==> src/sv/jet_pkg.sv <==
`timescale 1ns / 1ps
// Shared types and constants for the Julia set escape-time core.
// No dependencies; imported by every module of the block.
package jet_pkg;

  // Fixed-point format of all plane coordinates (signed Q4.28).
  localparam int unsigned DATA_W    = 32;
  localparam int unsigned PROD_W    = 2 * DATA_W;
  localparam int unsigned FRAC_BITS = 28;
  localparam int unsigned CNT_W     = 10;
  localparam int unsigned CFG_IDX_W = 2;

  // Escape threshold 4.0 expressed with 2*FRAC_BITS fraction bits.
  localparam int unsigned ESC_SHIFT = 2 * FRAC_BITS + 2;
  localparam bit          ESC_OK    = (ESC_SHIFT < PROD_W);
  localparam logic [PROD_W-1:0] ESC_THR =
    ESC_OK ? (PROD_W'(1) << ESC_SHIFT) : '0;

  localparam logic [CNT_W-1:0] ITER_LIMIT_RST = CNT_W'(100);

  typedef enum logic [CFG_IDX_W-1:0] {
    CFG_CONST_REAL = 2'd0,
    CFG_CONST_IMAG = 2'd1,
    CFG_ITER_LIMIT = 2'd2
  } cfg_idx_e;

  typedef enum logic [1:0] {
    ST_IDLE,
    ST_MUL,
    ST_UPD,
    ST_FIN
  } jet_state_e;

  typedef struct packed {
    logic signed [DATA_W-1:0] c_re;
    logic signed [DATA_W-1:0] c_im;
    logic [CNT_W-1:0]         limit;
  } jet_cfg_t;

  typedef struct packed {
    logic load;      // capture the starting point, clear count and flag
    logic mul;       // register the three products of the current z
    logic step;      // write back the updated z and bump the count
    logic set_esc;   // mark the point as escaped
    logic out_load;  // move count and flag into the output register
  } jet_cmd_t;

  typedef struct packed {
    logic escape;    // |z|^2 of the registered products exceeds 4
    logic last;      // the step being taken is the final allowed one
  } jet_status_t;

endpackage

==> src/sv/jet_ctrl.sv <==
`timescale 1ns / 1ps
// Controller state machine: sequences multiply and update cycles per point
// and owns the input and output handshakes. Depends on jet_pkg.
module jet_ctrl import jet_pkg::*; (
  input  logic        clk_i,
  input  logic        rst_ni,
  input  logic        in_valid_i,
  output logic        in_stall_o,
  output logic        out_valid_o,
  input  logic        out_stall_i,
  input  logic        limit_zero_i,
  input  jet_status_t status_i,
  output jet_cmd_t    cmd_o
);

  jet_state_e state_q, state_d;
  logic       out_valid_q, out_valid_d;
  logic       out_free;

  // The output register can take a new result when empty or being drained.
  assign out_free = !out_valid_q || !out_stall_i;

  always_comb begin
    state_d     = state_q;
    cmd_o       = '0;
    in_stall_o  = 1'b1;
    out_valid_d = out_valid_q && out_stall_i;
    unique case (state_q)
      ST_IDLE: begin
        in_stall_o = 1'b0;
        if (in_valid_i) begin
          cmd_o.load = 1'b1;
          state_d    = limit_zero_i ? ST_FIN : ST_MUL;
        end
      end
      ST_MUL: begin
        cmd_o.mul = 1'b1;
        state_d   = ST_UPD;
      end
      ST_UPD: begin
        if (status_i.escape) begin
          cmd_o.set_esc = 1'b1;
          state_d       = ST_FIN;
        end else begin
          cmd_o.step = 1'b1;
          state_d    = status_i.last ? ST_FIN : ST_MUL;
        end
      end
      ST_FIN: begin
        if (out_free) begin
          cmd_o.out_load = 1'b1;
          out_valid_d    = 1'b1;
          state_d        = ST_IDLE;
        end
      end
      default: state_d = ST_IDLE;
    endcase
  end

  always_ff @(posedge clk_i or negedge rst_ni) begin
    if (!rst_ni) begin
      state_q     <= ST_IDLE;
      out_valid_q <= 1'b0;
    end else begin
      state_q     <= state_d;
      out_valid_q <= out_valid_d;
    end
  end

  assign out_valid_o = out_valid_q;

endmodule

==> config.mk <==
export PLATFORM = sky130hd
export DESIGN_NAME = jet_ctrl
export DESIGN_NICKNAME = d
export VERILOG_FILES = /design/src/sv/jet_pkg.sv /design/src/sv/jet_ctrl.sv
export SDC_FILE = /design/constraint.sdc
export NUM_CORES = 1
export LEC_CHECK = 0
export BUFFER_PORTS_ARGS = -buffer_cell sky130_fd_sc_hd__buf_2
export CAP_MARGIN = 0
export CORE_AREA = 2 2 39 41
export DETAILED_ROUTE_END_ITERATION = 6
export DIE_AREA = 0 0 41 43
export GPL_TIMING_DRIVEN = 1
export PLACE_DENSITY_LB_ADDON = 0.2
export SYNTH_ARGS = -nofsm -noshare
export SYNTH_HDL_FRONTEND = slang
export SYNTH_SLANG_ARGS = --single-unit
==> constraint.sdc <==
create_clock -name clk_i -period 1.9 [get_ports clk_i]
set_input_delay 0.095 -clock clk_i [delete_from_list [all_inputs] [get_ports clk_i]]
set_output_delay 0.095 -clock clk_i [all_outputs]
set_load 0.02 [all_outputs]
==> flow_summary.ini <==
[run_status]
outcome = finished clean

[cells_and_area]
fill_cells = 158
multiInputGateArea_um2 = 105.1
fin_util = 0.2233
drive_above_1_share = 0.5135
area_growth_pct = 55.35
regArea_um2 = 75.07
final_cell_area_um2 = 309.0
fin_nets = 45
antenna_cells = 0

[worst_setup_path]
worstPathRequired_ns = 1.80
reg2reg_to = state_q[1]
max_stage_delay_ns = 0.46
cp_slowest_cell = dfrtp_1
crit_type = flip-flop to output port
critPathLaunchType = flip-flop
r2r_setup_slack_ns = 0.90
r2r_cells = 2
setup.worst_path.end_class = output port
cp_max_fo = 9
cp_cell_sequence = or2_1 -> nor2_1 -> buf_2
cp.arrival_ns = 1.23
worstReg2RegStart = state_q[0]

[placed_design]
dpl-instance-area_um2 = 272.8
io_buffers = 13
gp_congestion = 0.6660

[clock_network]
cts_resized = 0
clockBufferDepth = 2
clkTransAtPathRegs_ns = 0.04
cts.sinks = 3
root_buffer = clkbuf_4
numCtsBuffers = 3
cts_tree = yes
cts_max_level = 1
insertion_delay_ns = 0.23

[sta]
max_freq_mhz = 752.8
drv_slew = 0
setup-tns-final_ns = 0
hold_viol_final = 0
relSlewSlack = 0.8170
period_minus_slack_ns = 1.328
setup_viol = 0
tightest_slew_ns = 0.2744
skew_ns = 0.0005779
whs_ns = 0.1196
period_share = 0.6991
grt_setup_unrepaired = no

[synthesis]
syn_nets = 27
syn_inst = 20
yosysSeqAreaShare = 0.3774
ys_seq_elements = 3
yosysWarnings = 0
synth_cell_types = 15
syn-cell-area_um2 = 198.9
postSynthAreaPerCell_um2 = 9.947

[grt]
grt_pass1_wl_um = 752
antenna_found_initial = 0
grt_overflow = 0
track_usage = 0.06827
grt_pass1_vias = 203
grt_max_degree = 10

[power_and_ir_drop]
p_leak_nw = 0.1558
finalPower_uw = 539.1
power.density_nw_per_um2 = 1745
worst_ir_drop_vdd_mv = 0.4775

[hold_path]
hold_end = out_valid_o
min_path_cells = 3
hold_path.class = primary input to flip-flop
hold_path_startpoint = out_stall_i

[routing]
first_iter_violations = 4
vias = 214
drt-pass1-iter-count = 2
wl_um = 490
antenna_left = 0
via_per_inst = 4.038
wl_per_cell_um = 9.245
drc = 0

[die]
dieArea_um2 = 1763
core-area_um2 = 1384
io_pins = 14
start_util = 0.1438
die_h_um = 43
rows = 14
die_x_um = 41

[flow_run]
drv_cap = 0
registers in the layout (all words and copies together) (netlist names):
signal	flops
out_valid_o	1
state_q	2
critical path, delay by kind of cell (launching register included):
kind,cells,cell delay [ns]
flops,1,0.46
simple gates,2,0.36
buf+inv,1,0.17
worst max-delay path by stage:
stage / from / end / slack [ns]
6_report: state_q[0] / cmd_o[4] / 0.57
5_1_grt: state_q[0] / cmd_o[4] / 0.51
4_1_cts: state_q[0] / cmd_o[4] / 0.55
3_5_place_dp: state_q[0] / cmd_o[4] / 0.81
3_3_place_gp: state_q[0] / cmd_o[4] / 0.88
2_1_floorplan: state_q[0] / cmd_o[4] / 0.71
through the flow:
step           cells  setup slack (ns)
5_1_grt           53            0.5078
3_3_place_gp      48            0.8799
2_1_floorplan     20            0.7122
4_1_cts           53            0.5508
6_report          53            0.5716
3_5_place_dp      48            0.8129
cells by family after synthesis:
family / share of synthesized area
simple gates: 0.2767
compound gates: 0.2516
buf+inv: 0.09435
flops: 0.3773
cell usage in the layout (no fill, tap or decap):
master         instances
a211oi_1               1
a211oi_2               1
a21boi_4               1
a21oi_1                1
buf_2                 13
clkbuf_1               1
clkbuf_4               3
dfrtp_1                3
dlygate4sd3_1          1
inv_1                  2
nand2_1                3
nor2_1                 1
nor2b_1                1
nor3_1                 1
nor3b_1                1
nor4b_2                1
o22ai_1                1
or2_1                  1
where the power goes:
group,internal (mW),switching (mW),total [mW]
Sequential,0.0976,0.0616,0.159
Combinational,0.117,0.151,0.268
Clock,0.0787,0.0333,0.112
layout make-up:
class	count	share of cell area
well taps	16	0.06478
multi-input cells	14	0.3401
clock buffers	4	0.08502
inverters	2	0.02429
flip-flops and latches	3	0.2429
repair buffers	14	0.2429
routing by layer:
layer / track usage / part of all wire / vias to the layer above
li1: - / - / 105
met1: 0.07074 / 0.43 / 93
met2: 0.08750 / 0.40 / 16
met3: 0.06283 / 0.17 / 0
met4: 0.04000 / 0 / 0
met5: 0 / 0 / -
cells in the mapped netlist:
| master | number | share of area |
|---|---|---|
| nor3_1 | 1 | 0.025 |
| nor3b_1 | 1 | 0.038 |
| o22ai_1 | 1 | 0.031 |
| nor2b_1 | 1 | 0.031 |
| a211oi_2 | 1 | 0.063 |
| inv_1 | 2 | 0.038 |
| a21boi_4 | 1 | 0.094 |
| buf_6 | 1 | 0.057 |
| nor2_1 | 1 | 0.019 |
| dfrtp_1 | 3 | 0.38 |
| a21oi_1 | 1 | 0.025 |
| nor4b_2 | 1 | 0.075 |
| nand2_1 | 3 | 0.057 |
| or2_1 | 1 | 0.031 |
| a211oi_1 | 1 | 0.038 |
timing repair:
action / CTS / global route
hold endpoints to repair: 3 / 0
hold buffers: 1 / 0
setup endpoints to repair: 0 / 0
buffers inserted: 0 / 0
No activity file was read; power rests on OpenSTA's default activity.
