### src/sv/jet_pkg.sv
`timescale 1ns / 1ps
// Shared types and constants for the Julia set escape-time core.
// No dependencies; imported by every module of the block.
package jet_pkg;

  // Fixed-point format of all plane coordinates (signed Q4.28).
  localparam int unsigned DATA_W    = 32;
  localparam int unsigned PROD_W    = 2 * DATA_W;
  localparam int unsigned FRAC_BITS = 28;
  localparam int unsigned CNT_W     = 10;
  localparam int unsigned CFG_IDX_W = 2;

  // Escape threshold 4.0 expressed with 2*FRAC_BITS fraction bits.
  localparam int unsigned ESC_SHIFT = 2 * FRAC_BITS + 2;
  localparam bit          ESC_OK    = (ESC_SHIFT < PROD_W);
  localparam logic [PROD_W-1:0] ESC_THR =
    ESC_OK ? (PROD_W'(1) << ESC_SHIFT) : '0;

  localparam logic [CNT_W-1:0] ITER_LIMIT_RST = CNT_W'(100);

  typedef enum logic [CFG_IDX_W-1:0] {
    CFG_CONST_REAL = 2'd0,
    CFG_CONST_IMAG = 2'd1,
    CFG_ITER_LIMIT = 2'd2
  } cfg_idx_e;

  typedef enum logic [1:0] {
    ST_IDLE,
    ST_MUL,
    ST_UPD,
    ST_FIN
  } jet_state_e;

  typedef struct packed {
    logic signed [DATA_W-1:0] c_re;
    logic signed [DATA_W-1:0] c_im;
    logic [CNT_W-1:0]         limit;
  } jet_cfg_t;

  typedef struct packed {
    logic load;      // capture the starting point, clear count and flag
    logic mul;       // register the three products of the current z
    logic step;      // write back the updated z and bump the count
    logic set_esc;   // mark the point as escaped
    logic out_load;  // move count and flag into the output register
  } jet_cmd_t;

  typedef struct packed {
    logic escape;    // |z|^2 of the registered products exceeds 4
    logic last;      // the step being taken is the final allowed one
  } jet_status_t;

endpackage

### src/sv/jet_cfg.sv
`timescale 1ns / 1ps
// Configuration register file: Julia constant c and the iteration limit.
// Depends on jet_pkg.
module jet_cfg import jet_pkg::*; (
  input  logic                 clk_i,
  input  logic                 rst_ni,
  input  logic                 cfg_valid_i,
  output logic                 cfg_ready_o,
  input  logic [CFG_IDX_W-1:0] cfg_index_i,
  input  logic [DATA_W-1:0]    cfg_data_i,
  output jet_cfg_t             cfg_o
);

  jet_cfg_t cfg_q, cfg_d;

  assign cfg_ready_o = 1'b1;

  always_comb begin
    cfg_d = cfg_q;
    if (cfg_valid_i) begin
      unique case (cfg_index_i)
        CFG_CONST_REAL: cfg_d.c_re  = cfg_data_i;
        CFG_CONST_IMAG: cfg_d.c_im  = cfg_data_i;
        CFG_ITER_LIMIT: cfg_d.limit = cfg_data_i[CNT_W-1:0];
        default: ;
      endcase
    end
  end

  always_ff @(posedge clk_i or negedge rst_ni) begin
    if (!rst_ni) begin
      cfg_q.c_re  <= '0;
      cfg_q.c_im  <= '0;
      cfg_q.limit <= ITER_LIMIT_RST;
    end else begin
      cfg_q <= cfg_d;
    end
  end

  assign cfg_o = cfg_q;

endmodule

### config.mk
export PLATFORM = sky130hd
export DESIGN_NAME = jet_cfg
export DESIGN_NICKNAME = d
export VERILOG_FILES = /design/src/sv/jet_pkg.sv /design/src/sv/jet_cfg.sv
export SDC_FILE = /design/constraint.sdc
export NUM_CORES = 1
export LEC_CHECK = 0
export ABC_CLOCK_PERIOD_IN_PS = 2000
export BUFFER_PORTS_ARGS = -buffer_cell sky130_fd_sc_hd__clkbuf_2
export CAP_MARGIN = 20
export CORE_ASPECT_RATIO = 1.1
export CORE_UTILIZATION = 51
export CTS_CLUSTER_SIZE = 30
export DETAILED_ROUTE_END_ITERATION = 7
export PLACE_DENSITY = 0.9
export SETUP_SLACK_MARGIN = 0.5
export SYNTH_ARGS = -nofsm -noshare
export SYNTH_HDL_FRONTEND = slang
export SYNTH_SLANG_ARGS = --single-unit
### constraint.sdc
create_clock -name clk_i -period 2 [get_ports clk_i]
set_input_delay 0.3 -clock clk_i [delete_from_list [all_inputs] [get_ports clk_i]]
set_output_delay 0.3 -clock clk_i [all_outputs]
set_load 0.01 [all_outputs]
==> flow_metrics.py <==
metrics = {
    "worst_setup_path": {
        "worst_setup_path_start_kind": "register",
        "worst-setup-path-type": "register to output port",
        "cpMaxStageDelayCell": "dfstp_2",
        "crit_family": "flip-flops",
        "cpPeakStageDelay_ns": 0.54,
        "reg2reg_to": "cfg_o[59]",
        "critPathArrivalTime_ns": 1.00,
        "crit_buf_inv": 1,
        "ff2ff_setup_slack_ns": 1.19,
        "crit_chain": "clkbuf_2",
        "reg2reg_from": "cfg_o[59]",
        "cp_max_fo": 2,
        "cp.required_ns": 1.70,
        "r2r_cells": 1,
        "cp-end-kind": "output port",
    },
    "global_routing": {
        "antenna_found_initial": 0,
        "gr-usage-all-layers_pct": 20.6,
        "grt_first_pass_wirelength_um": 8780,
        "grt_pass1_vias": 1844,
        "grt_max_degree": 75,
        "overflow": 0,
    },
    "logic_synthesis": {
        "postSynth.asyncResetShare_pct": 100,
        "syn_area_per_cell_sq_um": 17.5,
        "synth_cell_types": 11,
        "netlist.area_leader.share_pct": 63.3,
        "synth_edf_count": 0,
        "synthTopCellsByCount": "mux2_2, dfrtp_1, buf_4",
        "synth_seq_cells": 74,
        "netlist_area_sq_mm": 0.00281,
        "ys_seq_area_share_pct": 66.1,
        "syn_nets": 197,
        "yosys_warnings": 0,
        "yosys.cell_count.top_type": "mux2_2",
        "yosys_most_used_dff": "dfrtp_1",
        "yosys-top-cells-area": "dfrtp_1, mux2_2, dfstp_2",
        "yosysTopAreaCell": "dfrtp_1",
        "synth_cells": 160,
    },
    "finish": {
        "layout.nets": 315,
        "final_area_sq_mm": 0.00370,
        "drive_gt1_share_pct": 72.8,
        "synthToLayoutAreaGrowth_pct": 31.9,
        "n_antenna_cell": 0,
        "largest_register_ffs": 74,
    },
    "timing": {
        "rsz0062_at_grt": "false",
        "min_period_over_period_pct": 65.0,
        "fin_setup_tns_ns": 0,
        "hold_viol_final": 0,
        "relSlewSlack_pct": 61.2,
        "final.min_clock_period_ns": 1.30,
        "worst_pin_slew_ns": 0.580,
        "fmax_ghz": 0.769,
        "finalSetupViolCount": 0,
        "drv_slew": 0,
        "fin_worst_skew_ns": 0,
    },
    "routing": {
        "vias_per_cell": 5.07,
        "post_drt_wl_per_cell_um": 15.7,
        "via_count": 1801,
        "drt_iter0_markers": 52,
        "drtAntennaViolNets": 0,
        "drc": 0,
        "routed_wl_um": 5560,
        "drtPass1Iterations": 4,
    },
    "placement": {
        "place_area_sq_mm": 0.00343,
        "gp_congestion": 0.736,
        "hpwl_um": 3920,
        "io_buffers": 110,
    },
    "floorplan": {
        "io_pins": 112,
        "initial_core_util_pct": 54.7,
        "die_area_sq_mm": 0.00580,
        "die_width_um": 72.7,
        "die_y_um": 79.8,
        "core_area_sq_mm": 0.00513,
        "placementRows": 27,
    },
    "clock_tree": {
        "cts_sinks": 74,
        "cts_buffers": 9,
        "cts.repair.resized": 0,
        "ctsRootBufferMaster": "clkbuf_8",
        "cts_tree": "done",
        "clk-insertion-delay-late_ns": 0.33,
        "htree_levels": 3,
        "clk_pin_slew_worst_paths_ns": 0.08,
        "clockBufferDepth": 2,
    },
    "pwr": {
        "max-vdd-ir-drop_uv": 730,
        "p_leak_nw": 1.82,
        "power_density_mw_per_mm2": 1160,
    },
    "hold_path": {
        "min-delay-start": "cfg_data_i[30]",
        "min_path_cells": 2,
        "min_path_type": "input port to register",
        "whs_endpoint": "cfg_o[72]",
    },
    "job": {
        "cap_violations": 0,
    },
    "status": {
        "status": "completed",
    },
}
## repair_timing
action,in CTS,in global routing
hold buffers,1,0
endpoints found under the hold margin,14,0
setup endpoints to repair,0,0
setup buffers,0,0
## placed cells by master, fill, tap and decap left out
cell | netlist | layout
buf_12 | 0 | 2
buf_2 | 1 | 1
buf_4 | 4 | 2
bufinv_16 | 0 | 4
clkbuf_1 | 0 | 1
clkbuf_2 | 0 | 109
clkbuf_8 | 3 | 10
clkinv_2 | 0 | 1
conb_1 | 1 | 1
dfrtp_1 | 71 | 71
dfstp_2 | 3 | 3
dlygate4sd3_1 | 0 | 1
mux2_1 | 2 | 2
mux2_2 | 72 | 72
nand3b_1 | 1 | 1
nand3b_2 | 1 | 1
nor3b_4 | 1 | 1
## how the worst max path moves through the flow
stage | cells past startpoint | from | to
finish | 1 | cfg_o[5] | cfg_o[5]
global route | 1 | cfg_o[5] | cfg_o[5]
CTS | 1 | cfg_o[5] | cfg_o[5]
detailed placement | 4 | cfg_index_i[1] | cfg_o[32]
global placement | 4 | cfg_index_i[1] | cfg_o[38]
floorplan | 3 | cfg_index_i[1] | cfg_o[42]
## where the power goes
| part | switching [mW] | internal (mW) | leakage (nW) |
|---|---|---|---|
| logic | 0.403 | 0.439 | 0.812 |
| registers | 0.155 | 1.79 | 0.872 |
| clock network | 0.520 | 0.988 | 0.134 |
| total | 1.08 | 3.22 | 1.82 |
## routing by layer
| layer | share of wire, % | global-route usage [%] | vias up |
|---|---|---|---|
| met3 | 7.0 | 5.30 | 9 |
| met1 | 41 | 24.4 | 905 |
| li1 | - | - | 805 |
| met4 | 1.3 | 10.0 | 0 |
| met2 | 51 | 34.8 | 82 |
| met5 | 0 | 0 | - |
## per-stage QoR
stage	utilization [%]	cells	setup slack, ns	hold slack [ns]	power [mW]
floorplan	-	160	0.793	0.00441	2.38
detailed placement	66.7	338	0.390	0.358	2.82
CTS	72.1	355	0.686	0.177	4.33
global placement	66.7	338	0.444	0.354	2.77
global route	72.1	355	0.665	0.197	4.48
finish	72.1	355	0.700	0.187	4.29
## area by class of cell
class	instances	area, sq um
flip-flops and latches	74	1860
fillers	364	1430
multi-input cells	78	875
repair buffers	115	616
clock buffers	11	141
clock inverters	5	125
well taps	72	90.1
## cell families after synthesis
kind of cell / count (synthesis) / share of synthesized area, %
other: 1 / 0.134
buffers and inverters: 8 / 2.72
DFF: 74 / 66.1
muxes: 74 / 29.7
and+or+nand+nor: 3 / 1.34
(Power assumes the default switching activity.)
